`src/hdl/fct_pkg.sv`:
```
`timescale 1ns / 1ps
`default_nettype none
package fct_pkg;

   localparam int FLOW_CAPACITY = 64;
   localparam int COUNT_W       = 64;
   localparam int LIMIT_W       = 7;
   localparam int RD_SLOT_W     = 6;
   localparam int OUT_SLOT_W    = 6;
   localparam int SLOT_W        = (FLOW_CAPACITY > 1) ? $clog2(FLOW_CAPACITY) : 1;
   localparam int USED_W        = $clog2(FLOW_CAPACITY + 1);
   localparam int LIM_CMP_W     = (USED_W > LIMIT_W) ? USED_W : LIMIT_W;
   localparam int IDX_CMP_W     = (SLOT_W > RD_SLOT_W) ? SLOT_W : RD_SLOT_W;

   typedef enum logic [1:0] {
      OP_FLOW  = 2'd0,
      OP_OTHER = 2'd1,
      OP_READ  = 2'd2,
      OP_NONE  = 2'd3
   } op_type;

   typedef enum logic [2:0] {
      ST_HIT   = 3'd0,
      ST_NEW   = 3'd1,
      ST_DROP  = 3'd2,
      ST_OTHER = 3'd3,
      ST_READ  = 3'd4
   } status_type;

   typedef struct packed {
      logic [31:0] src_addr;
      logic [31:0] dst_addr;
      logic [15:0] src_port;
      logic [15:0] dst_port;
      logic [7:0]  protocol;
   } key_type;

   typedef struct packed {
      logic [1:0]           op;
      logic [31:0]          src_addr;
      logic [31:0]          dst_addr;
      logic [15:0]          src_port;
      logic [15:0]          dst_port;
      logic [7:0]           protocol;
      logic [RD_SLOT_W-1:0] read_slot;
   } req_type;

   typedef struct packed {
      logic [2:0]            status;
      logic [OUT_SLOT_W-1:0] slot;
      logic [COUNT_W-1:0]    count;
      logic [COUNT_W-1:0]    other_total;
      logic                  entry_valid;
      logic [31:0]           key_src_addr;
      logic [31:0]           key_dst_addr;
      logic [15:0]           key_src_port;
      logic [15:0]           key_dst_port;
      logic [7:0]            key_protocol;
   } rsp_type;

   // Token that walks the cell row: search key on the way in, read-back key on a read.
   typedef struct packed {
      logic                 live;
      op_type               op;
      key_type              key;
      logic [RD_SLOT_W-1:0] read_slot;
      logic                 hit;
      logic                 ins;
      logic [SLOT_W-1:0]    slot;
      logic [COUNT_W-1:0]   count;
   } tok_type;

endpackage
`default_nettype wire

```
`src/hdl/fct_cell.sv`:
```
`timescale 1ns / 1ps
`default_nettype none
module fct_cell
   import fct_pkg::*;
(
   input  wire logic              clock,
   input  wire logic              reset,
   input  wire logic [SLOT_W-1:0] cell_idx,
   input  wire logic [USED_W-1:0] used,
   input  wire logic              can_insert,
   input  wire tok_type           tok_up,
   output tok_type                tok_down
);

   key_type            key_ff, key_in;
   logic [COUNT_W-1:0] count_ff, count_in;
   tok_type            tok_ff, tok_in;
   logic               claimed, at_free, rd_match;

   assign claimed  = USED_W'(cell_idx) < used;
   assign at_free  = USED_W'(cell_idx) == used;
   assign rd_match = IDX_CMP_W'(cell_idx) == IDX_CMP_W'(tok_up.read_slot);

   always_comb begin
      tok_in   = tok_up;
      key_in   = key_ff;
      count_in = count_ff;
      if (tok_up.live) begin
         unique case (tok_up.op)
            OP_FLOW: begin
               if (!tok_up.hit && !tok_up.ins && claimed && key_ff == tok_up.key) begin
                  count_in     = count_ff + COUNT_W'(1);
                  tok_in.hit   = 1'b1;
                  tok_in.slot  = cell_idx;
                  tok_in.count = count_ff + COUNT_W'(1);
               end else if (!tok_up.hit && !tok_up.ins && at_free && can_insert) begin
                  // first free slot: claim it
                  key_in       = tok_up.key;
                  count_in     = COUNT_W'(1);
                  tok_in.ins   = 1'b1;
                  tok_in.slot  = cell_idx;
                  tok_in.count = COUNT_W'(1);
               end
            end
            OP_READ: begin
               if (claimed && rd_match) begin
                  tok_in.hit   = 1'b1;
                  tok_in.key   = key_ff;
                  tok_in.count = count_ff;
               end
            end
            default: begin
            end
         endcase
      end
   end

   always_ff @(posedge clock) begin
      key_ff   <= key_in;
      count_ff <= count_in;
      if (reset) begin
         tok_ff.live <= 1'b0;
      end else begin
         tok_ff <= tok_in;
      end
   end

   assign tok_down = tok_ff;

endmodule
`default_nettype wire

```
`config.mk`:
```
export PLATFORM = sky130hd
export DESIGN_NAME = fct_cell
export DESIGN_NICKNAME = d
export VERILOG_FILES = /design/src/hdl/fct_pkg.sv /design/src/hdl/fct_cell.sv
export SDC_FILE = /design/constraint.sdc
export NUM_CORES = 1
export LEC_CHECK = 0
export BUFFER_PORTS_ARGS = -buffer_cell sky130_fd_sc_hd__buf_2
export CAP_MARGIN = 20
export CORE_MARGIN = 2
export CORE_UTILIZATION = 54
export CTS_CLUSTER_DIAMETER = 30
export CTS_CLUSTER_SIZE = 12
export DETAILED_ROUTE_END_ITERATION = 10
export PLACE_DENSITY = 0.8
export SLEW_MARGIN = 20
export SYNTH_ARGS = -nofsm -noshare
export SYNTH_HDL_FRONTEND = slang
export SYNTH_SLANG_ARGS = --single-unit
```
`constraint.sdc`:
```
create_clock -name clock -period 6.4 [get_ports clock]
set_clock_uncertainty 0.05 [all_clocks]
set_input_delay 0 -clock clock [delete_from_list [all_inputs] [get_ports clock]]
set_output_delay 0 -clock clock [all_outputs]
set_load 0.03 [all_outputs]
```
**Word level (Yosys, flattened, before mapping)**

Index checks and enable logic that the tools add are counted.

- Flip-flop bits (word level): 353
- Input bits: 201
- Output and inout bits: 185
- Word-level logic and storage cells: 52

- Add/subtract/negate cells: 1
- Magnitude comparators: 1
- Equal/unequal tests: 4
- Mux-type cells: 15
- Bitwise logic cells: 1
- Reduce and logical (&&, ||, !) cells: 12

Operator list:

| kind | number |
|---|---|
| $mux 104 | 3 |
| $mux 64 | 3 |
| $pmux 64 s2 | 1 |
| $eq 104x104->1 | 1 |
| $mux 72 | 1 |
| $mux 71 | 1 |
| $mux 70 | 1 |
| $add 64x1->64 const B | 1 |
| $eq 6x7->1 | 1 |
| $lt 6x7->1 | 1 |
| $mux 7 | 1 |
| $eq 6x6->1 | 1 |
| $logic_and 1x1->1 | 6 |
| $reduce_and 4->1 | 1 |
| $mux 1 | 3 |
| $reduce_and 3->1 | 1 |
| $eq 2x2->1 const B | 1 |
| $logic_not 1->1 | 2 |
| $logic_not 2->1 | 1 |
| $pmux 1 s2 | 1 |
| $reduce_bool 2->1 | 1 |
| $not 1->1 | 1 |

**Logic depth before layout (Yosys ltp)**

Gate-level depths: netlist of the first run.

- Depth after elaboration: 8
- Mapped depth: 12

**Worst setup path before layout of the first run**

OpenSTA, ideal clock, no wires.

- Path type: register to register
- Start: register key_ff[26] in the netlist's numbering
- End: register tok_ff, in the netlist tok_down[64], data pin
- Setup time: 262 ps
- Arrival: 4,502 ps
- Required time: 6,088 ps
- Slack: 1,586 ps
- Cell stages (with the launch flop): 9
- Path buffers: 1
- Clock period less this slack: 4,814 ps
- Cells stage by stage: edfxtp_1 -> nor2b_1 -> a2111o_1 -> a2111oi_2 -> nand4_1 -> or4_1 -> buf_2 -> a21oi_2 -> mux2_2

RTL lines:

| what | line | source |
|---|---|---|
| start, declared | fct_cell.sv:15 | `key_type key_ff, key_in;` |
| start signal, assigned | fct_cell.sv:59 | `key_ff <= key_in;` |
| end signal, assigned | fct_cell.sv:64 | `tok_ff <= tok_in;` |
| end, declared | fct_cell.sv:17 | `tok_type tok_ff, tok_in;` |

==> results of run 1 <==
layout by cell type (no fill, tap or decap), drive strengths merged, types with 7 or more instances in the layout:
cell type,instances
nand2b,29
edfxtp,352
a2111o,10
dlygate4sd3,192
xor2,42
o2111ai,9
nand4,46
ha,7
o221ai,7
a221o,55
or3,17
o21ai,24
nor3,54
nor4,15
a211oi,11
and4,9
clkinv,33
nand3,31
mux2,98
buf,397
clkinvlp,8
xnor2,73
clkbuf,81
nor2,73
a21oi,19
nor2b,35
nand2,52
and3,12
inv,53
kinds of logic (layout without fill, tap and decap cells):
| kind of cell | count (synthesis) | count (layout) |
|---|---|---|
| flops | 353 | 353 |
| fa+ha+maj | 7 | 7 |
| buf+inv | 101 | 770 |
| simple gates | 388 | 388 |
| xor+xnor | 115 | 115 |
| compound gates | 149 | 149 |
| mux | 102 | 102 |
| other cells | 0 | 6 |
worst max-delay path by stage:
stage	start	end	slack, ns	cells after the start
2_1_floorplan	key_ff[26]	tok_down[64]	1.59	8
3_3_place_gp	key_ff[26]	count_ff[10]	2.69	7
3_5_place_dp	key_ff[26]	count_ff[12]	2.65	7
4_1_cts	key_ff[26]	tok_down[68]	2.48	8
5_1_grt	key_ff[87]	tok_down[68]	2.32	8
6_report	key_ff[87]	tok_down[68]	2.33	8
where the power goes:
part	switching [W]	total, W	leakage [nW]	internal, W
sequential	0.0000301	0.00268	3.20	0.00265
clock	0.00136	0.00375	1.18	0.00239
combinational	0.000390	0.000647	4.49	0.000257
total	0.00178	0.00707	8.87	0.00529
stage by stage:
step                      hold slack, ns  cells
after floorplan                   0.0216   1215
after global placement             0.143   1954
after detailed placement           0.149   1954
after CTS                         0.0118   2280
after global routing              0.0578   2285
final                             0.0208   2286
layer usage:
| metal | vias up | part of all wire | global-route usage |
|---|---|---|---|
| li1 | 5938 | - | - |
| met4 | 0 | 0.052 | 0.165 |
| met2 | 903 | 0.49 | 0.543 |
| met5 | - | 0 | 0 |
| met1 | 6511 | 0.36 | 0.369 |
| met3 | 180 | 0.095 | 0.0770 |
repair_timing:
item                                   CTS  global route
setup endpoints to repair                0             0
hold buffers                           192             0
endpoints found under the hold margin  289             0
registers in the layout, summed over array words and instances (netlist names):
| register | count |
|---|---|
| count_ff | 64 |
| key_ff | 104 |
| tok_down | 185 |
synthesized netlist by cell type, types with 8 or more instances:
cell,count,area (um^2)
nor2_1,73,274
nand4_1,46,288
clkbuf_1,38,143
a21oi_1,18,90.1
a2111o_1,10,113
mux2_2,98,1100
nor2b_1,35,219
inv_1,47,176
or3_1,17,106
nand3_1,31,155
nor4_1,15,93.8
a221o_1,55,551
edfxtp_1,352,10600
and3_1,12,75.1
a211oi_1,11,82.6
nand2_1,52,195
and4_1,9,78.8
xor2_1,42,368
xnor2_1,73,639
buf_1,8,30.0
o21ai_0,24,120
nor3_1,54,270
nand2b_1,29,181
o2111ai_1,9,78.8
worst max-delay path, stage by stage, from the launching register on:
cell           delay, ns
edfxtp_1            0.43
nor2b_1             0.11
a2111o_1            0.41
nor4_1              0.48
nand4_1             0.29
or4_4               0.74
a21oi_4             0.34
mux2_2              0.40
dlygate4sd3_1       0.57
area by class of cell:
class | instances | share of cell area
Sequential cell | 353 | 0.456
Multi-Input combinational cell | 761 | 0.238
Timing Repair Buffer | 589 | 0.170
Clock buffer | 81 | 0.0805
Clock inverter | 53 | 0.0257
Tap cell | 396 | 0.0214
Inverter | 47 | 0.00793
Antenna cell | 6 | 0.000647
==> results.md, run 1 <==
* Hold path depth at 4
* Clock slew at reported path FFs at 0.05 ns
* Synth Cell Area at 0.0165 mm^2
* Reg area at 0.0106 mm^2
* Part of the cycle the worst path needs at 0.636
* Slew HR at 0.276
* Width of the chip at 179 um
* Worst EP arrival at 4.34 ns
* Die ar. at 0.0320 mm^2
* Area growth syn-to-layout at 40.6%
* GP Congestion at 0.911
* First-pass GRT wire length at 76.9 mm
* Final worst setup slack at 2.33 ns
* WS Path Type: flip-flop to flip-flop
* I/O pin cnt at 386
* Final core occ at 0.765
* Hold Path End: tok_down[56]
* Final Total Pwr at 0.00707 W
* Max Fclk at 245 MHz
* Synth Area in Compound Gates at 0.0736
* Final Routed Wirelength at 52.0 mm
* Dpl cell area at 0.0188 mm^2
* Kind of end point of the critical path: flip-flop
* R2R setup slack at 2.33 ns
* Post-DP HPWL at 31.0 mm
* Hold Crit Class: input port to flip-flop
* CP Max Fanout at 24
* Yosys warning total at 0
* Final setup violation count at 0
* Area of the multi-input gates at 0.00552 mm^2
* CTS root buf: clkbuf_16
* Total GRT Usage at 0.316
* Vias at 13.5k
* Drt pass-1 iters at 8
* # nets final at 2033
* Final instance area at 0.0232 mm^2
* Largest net degree at the start of global routing at 108
* Initial Util at 0.544
* Num Clock Sinks at 353
* Filler cells at 1737
* Max-cap violations at 0
* DRT antenna net count at 0
* Mux contribution to synthesized area at 0.0693
* Main combinational cell family by area after synthesis: simple AND/OR/NAND/NOR gates
* Final period demand of the worst path at 4.07 ns
* Setup TNS at 0 ns
* Avg WL per Cell at 22.7 um
* DR iter-0 viols at 1711
* Worst EP required at 6.66 ns
* Clk_lat worst skew at 0.59 ns
* Syn nets at 1423
* Unrepaired setup endpoints after global routing: no
* Status: completed
* DRC violations left at 0
* GRT overflow at 0
* Initial antenna violation count at 5
* Synthesized-area fraction occupied by adder cells at 0.00531
* Cell Pwr Density at 305 mW/mm^2
* Top_reg_cell synth: edfxtp_1
* Vias per cell at 5.92
* # H-tree levels at 3
* Lkg Pwr at 8.87 nW
* Dpl ws at 2.65 ns
* Syn_area_per_cell at 13.6 um^2
* HP Start: tok_up[184]
* Synth Area in Simple Gates at 0.123
* Layout cell share with drive strength beyond 1 at 0.332
* R2R cell count at 8
* Final hold violations at 0
* Asr flop ratio synth at 0
* #FFs+latches synth at 353
* Register area share after synthesis at 0.642
* RR Endpoint: tok_down[68]
* Core area at 0.0303 mm^2
* Mapped Cells at 1215
* Synth Area in XOR/XNOR at 0.0610
* Worst Tran Pin Value at 1.09 ns
* Setup Buffers After CTS at 0
* Post-CTS sizing at 0
* Num CTS Buffers at 73
* Clock tree buffer depth at 3
* TritonCTS clock tree: built
* EDFF count, synth at 352
* Die height at 179 um
* Max-slew violations at 0
* Worst VDD drop at 0.000274 V
* Netlist cell types at 44
* I/O Buffers at 385
* R2R Path Start: key_ff[87]
* Row cnt at 64
* Critical Path Source Type: flip-flop
* Vias in the first global route at 13.8k
Note: power is estimated with default switching activity, not from simulation.
==> inputs of run 2 (changes only) <==
==> constraint.sdc (replaced) <==
create_clock -name clock -period 4.2 [get_ports clock]
set_clock_uncertainty 0.05 [all_clocks]
set_input_delay 0 -clock clock [delete_from_list [all_inputs] [get_ports clock]]
set_output_delay 0 -clock clock [all_outputs]
set_load 0.03 [all_outputs]
==> run 2 against run 1 <==
  * Power grew 54%
  * Largest cell class unchanged
  * Global-route usage grew 0.39 points
  * First-iteration DRC count shrank 22%
  * Core utilization grew 0.60 points
  * Maximum frequency grew 0.17%
  * Clock-buffer cell count shrank 1
  * Combinational power grew 53%
  * Critical path depth is the same
==> results.md, run 2 (same netlist as run 1, synthesis figures left out) <==
* I/O pin cnt at 386
* Kind of end point of the critical path: flip-flop
* Crit-path slowest cell: or4_4
* Cell Pwr Density at 466 mW/mm^2
* Worst VDD drop at 0.000353 V
* Most frequent cells in the layout: buf_2, edfxtp_1, dlygate4sd3_1, mux2_2, clkbuf_16
* Area of the multi-input gates at 0.00553 mm^2
* Worst EP required at 4.44 ns
* Clock slew at reported path FFs at 0.05 ns
* Vias in the first global route at 13.8k
* Dpl ws at 0.595 ns
* R2R setup slack at 0.13 ns
* Setup Buffers After CTS at 0
* Unrepaired setup endpoints after global routing: no
* WS Path Type: flip-flop to flip-flop
* Reg area at 0.0106 mm^2
* Die height at 179 um
* Initial Util at 0.544
* WHS at 0.0602 ns
* Final std cells w/o fill at 2296
* CP Max Fanout at 11
* Crit path largest cell delay at 0.61 ns
* Worst Tran Pin Value at 1.10 ns
* Core area at 0.0303 mm^2
* Avg WL per Cell at 22.8 um
* # H-tree levels at 3
* Final Routed Wirelength at 52.5 mm
* Filler cells at 1714
* DRT antenna net count at 0
* Final worst setup slack at 0.134 ns
* Setup TNS at 0 ns
* Lkg Pwr at 8.96 nW
* Total GRT Usage at 0.320
* Drt pass-1 iters at 6
* HP Start: tok_up[184]
* Largest net degree at the start of global routing at 136
* Final hold violations at 0
* Clock tree buffer depth at 3
* CTS root buf: clkbuf_16
* Clk_lat worst skew at 0.57 ns
* # nets final at 2044
* GRT overflow at 0
* TritonCTS clock tree: built
* Num CTS Buffers at 75
* DR iter-0 viols at 1329
* Vias per cell at 5.95
* CP dominant cell by count: nand4_1
* R2R Path Start: key_ff[47]
* Crit path cell chain: xnor2_1 -> nand4_1 -> nor4_1 -> nand4_1 -> or4_4 -> a21oi_4 -> mux2_2 -> dlygate4sd3_1
* Layout cell share with drive strength beyond 1 at 0.335
* Vias at 13.7k
* # placed instances at 1961
* I/O Buffers at 385
* Post-DP HPWL at 30.9 mm
* Initial antenna violation count at 2
* Worst Setup SP: key_ff[47]
* Max Fclk at 246 MHz
* Row cnt at 64
* Width of the chip at 179 um
* Worst EP arrival at 4.31 ns
* Max-slew violations at 0
* Hold Crit Class: input port to flip-flop
* Critical Path Source Type: flip-flop
* Final setup violation count at 0
* Final core occ at 0.771
* Status: completed
* Die ar. at 0.0320 mm^2
* GP Congestion at 0.877
* First-pass GRT wire length at 77.2 mm
* Max reg flops at 185
* Part of the cycle the worst path needs at 0.968
* Area growth syn-to-layout at 41.7%
* Num Clock Sinks at 353
* Max-cap violations at 0
* DRC violations left at 0
* Slew HR at 0.263
* Most common cell after layout, fill and taps aside: buf_2
* Final period demand of the worst path at 4.07 ns
==> run 2: critical path, delay by kind of cell (launching register included) <==
kind / cells / cell delay [ns]
and+or+nand+nor: 4 / 1.77
xor gates and xnor gates: 1 / 0.26
muxes: 1 / 0.39
AOI/OAI and AO/OA: 1 / 0.33
buffers and inverters: 1 / 0.59
DFF: 1 / 0.41
==> run 2: power breakdown <==
part           internal, W  switching (W)
clock              0.00386        0.00198
combinational     0.000395       0.000597
sequential         0.00403      0.0000450
total              0.00829        0.00262
==> run 2: path summary, 6_finish.rpt <==
check	endpoint	cells past startpoint
setup reg to reg	tok_down[69]	8
setup / recovery	tok_down[69]	8
hold / removal	tok_down[56]	4
hold reg to reg	tok_down[133]	2
==> run 2: metal layers <==
layer / GRT usage / vias to the layer above / share of wire
met3: 0.0808 / 202 / 0.090
li1: - / 5960 / -
met2: 0.535 / 921 / 0.49
met5: 0 / - / 0
met4: 0.184 / 0 / 0.056
met1: 0.377 / 6568 / 0.37
==> run 2: area by class of cell <==
class / count / share of cell area
Inverter: 47 / 0.00803
Sequential cell: 353 / 0.453
Antenna cell: 3 / 0.000321
Tap cell: 396 / 0.0212
Multi-Input combinational cell: 761 / 0.236
Timing Repair Buffer: 598 / 0.174
Clock inverter: 58 / 0.0250
Clock buffer: 80 / 0.0820
==> run 2: what timing repair did <==
item,in CTS,in global routing
hold buffers,194,0
gates resized for setup,0,0
hold endpoints to repair,289,0
==> run 2: per-stage QoR <==
step	cell area, um^2	power, W
2_1_floorplan	16600	0.00462
3_3_place_gp	18900	0.00492
3_5_place_dp	18900	0.00494
4_1_cts	23400	0.0109
5_1_grt	23400	0.0112
6_report	23400	0.0109
==> inputs of run 3 (changes only) <==
--- a/config.mk
+++ b/config.mk
@@ -8,11 +8,10 @@
 export BUFFER_PORTS_ARGS = -buffer_cell sky130_fd_sc_hd__buf_2
 export CAP_MARGIN = 20
 export CORE_MARGIN = 2
-export CORE_UTILIZATION = 54
+export CORE_UTILIZATION = 30
 export CTS_CLUSTER_DIAMETER = 30
 export CTS_CLUSTER_SIZE = 12
 export DETAILED_ROUTE_END_ITERATION = 10
-export PLACE_DENSITY = 0.8
 export SLEW_MARGIN = 20
 export SYNTH_ARGS = -nofsm -noshare
 export SYNTH_HDL_FRONTEND = slang
==> run 3 against run 2 <==
  * Flip-flop and latch count unchanged
  * Register-to-register slack improved by 0.14 ns
  * Design area increased by 3.7%
  * Clock-buffer cell count increased by 17
  * Critical path type unchanged
  * Power increased by 7.7%
  * Combinational power decreased by 2%
  * Non-clock buffer count unchanged
  * Maximum frequency increased by 3.7%
  * Sequential power about the same
==> results.md, run 3 (same netlist as run 1, synthesis figures left out) <==
* Initial Util at 0.305
* Int Power at 0.00895 W
* Slew HR at 0.332
* Final period demand of the worst path at 3.92 ns
* Vias per cell at 4.93
* Critical Path Source Type: flip-flop
* Largest net degree at the start of global routing at 129
* Cell Pwr Density at 484 mW/mm^2
* DRT antenna net count at 0
* GP Congestion at 0.867
* R2R setup slack at 0.28 ns
* Num CTS Buffers at 88
* R2R cell count at 8
* Switch share at 0.238
* First-pass GRT wire length at 75.8 mm
* Unrepaired setup endpoints after global routing: no
* Vias in the first global route at 13.2k
* # hold bufs at CTS at 197
* CP Max Fanout at 9
* Post-DP HPWL at 33.5 mm
* DRC violations left at 0
* Width of the chip at 239 um
* I/O pin cnt at 386
* Vias at 12.9k
* Lkg Pwr at 9.19 nW
* Final setup violation count at 0
* CP endpoint: tok_down[66]
* Hold Crit Class: input port to flip-flop
* Worst EP arrival at 4.21 ns
* Setup Buffers After CTS at 0
* TritonCTS clock tree: built
* Die height at 239 um
* Crit-path slowest cell: or4_4
* Final core occ at 0.448
* Dpl ws at 0.402 ns
* Core area at 0.0541 mm^2
* Clk_lat worst skew at 0.62 ns
* Most common cell after layout, fill and taps aside: buf_2
* CTS root buf: clkbuf_16
* Worst EP required at 4.48 ns
* Comb power frac at 0.083
* Max reg flops at 185
* WS Path Type: flip-flop to flip-flop
* R2R Path Start: key_ff[55]
* Area growth syn-to-layout at 46.9%
* Initial antenna violation count at 4
* Max Fclk at 255 MHz
* Worst VDD drop at 0.000303 V
* DR iter-0 viols at 913
* Final worst setup slack at 0.278 ns
* Drt pass-1 iters at 7
* Max-cap violations at 0
* Final Total Pwr at 0.0117 W
* Num Clock Sinks at 353
* Reg power frac at 0.347
* Status: completed
* Worst Tran Pin Value at 0.994 ns
* Most frequent cells in the layout: buf_2, edfxtp_1, dlygate4sd3_1, mux2_2, clkbuf_16
* Final hold violations at 0
* Max-slew violations at 0
* RR Endpoint: tok_down[66]
* Setup TNS at 0 ns
* I/O Buffers at 385
* Avg WL per Cell at 19.3 um
* NetSw at 0.00279 W
* Final Routed Wirelength at 50.6 mm
* Total GRT Usage at 0.173
* Crit path cell chain: nor2b_1 -> a2111o_1 -> nor4_1 -> nand4_1 -> or4_4 -> a21oi_4 -> mux2_2 -> dlygate4sd3_1
* Clock tree buffer depth at 3
* Layout cell share with drive strength beyond 1 at 0.337
* Die ar. at 0.0569 mm^2
* GRT overflow at 0
* # nets final at 2057
* Clock share of power at 0.570
* Post-CTS sizing at 0
* Part of the cycle the worst path needs at 0.934
* # H-tree levels at 3
* Worst Setup SP: key_ff[55]
* Crit path largest cell delay at 0.70 ns
* Kind of end point of the critical path: flip-flop
* Clock slew at reported path FFs at 0.05 ns
* Row cnt at 85
## run 3: cell types whose count changed in the layout (fill, tap and decap cells not counted), moves of 2 or more
cell	previous run	this run
bufinv_16	9	11
clkinv_4	9	3
clkinv_1	14	19
inv_16	0	2
dlygate4sd3_1	194	197
clkbuf_1	4	9
clkbuf_16	76	88
buf_4	14	11
clkinv_16	0	3
clkinv_2	16	19
## run 3: stage by stage
step           area [um^2]  hold slack, ns  cells
5_1_grt              24300          0.0594   2621
3_3_place_gp         19300           0.143   2257
3_5_place_dp         19300           0.147   2257
2_1_floorplan        16600          0.0216   1215
6_report             24300          0.0603   2621
4_1_cts              24200          0.0199   2617
## run 3: layout make-up
class | count | area (um^2)
Fill cell | 4851 | 29900
Sequential cell | 353 | 10600
Timing Repair Buffer | 598 | 4090
Clock buffer | 97 | 2240
Tap cell | 696 | 871
Antenna cell | 3 | 7.51
Inverter | 47 | 188
Clock inverter | 66 | 739
Multi-Input combinational cell | 761 | 5540
## run 3: worst min-delay path by stage
stage / from / end / slack (ns) / depth (start not counted)
finish: can_insert / tok_down[70] / 0.06 / 5
global placement: tok_up[128] / key_ff[50] / 0.14 / 1
global route: tok_up[152] / key_ff[74] / 0.06 / 2
CTS: tok_up[184] / tok_down[0] / 0.02 / 5
floorplan: reset / tok_down[184] / 0.02 / 1
detailed placement: tok_up[91] / key_ff[13] / 0.15 / 1
## run 3: power groups by stage
stage | clock network (W) | registers, W | logic (W)
floorplan | 0 | 0.00441 | 0.000206
global placement | 0 | 0.00413 | 0.000812
detailed placement | 0 | 0.00413 | 0.000817
CTS | 0.00680 | 0.00408 | 0.000969
global route | 0.00700 | 0.00408 | 0.00103
finish | 0.00670 | 0.00407 | 0.000973
## run 3: per-layer routing
metal	up-vias	GRT usage	wire [um]
met5	-	0	16
met4	2	0.0706	1600
met3	103	0.0487	3750
met2	532	0.284	24200
met1	6272	0.216	21000
li1	6002	-	-
## run 3: worst max-delay path, delay by kind of cell (launching register included)
kind	cells	cell delay, ns
multiplexers	1	0.39
AO/OA/AOI/OAI	2	0.73
buffers and inverters	1	0.57
flip-flops	1	0.40
AND/OR/NAND/NOR	4	1.48
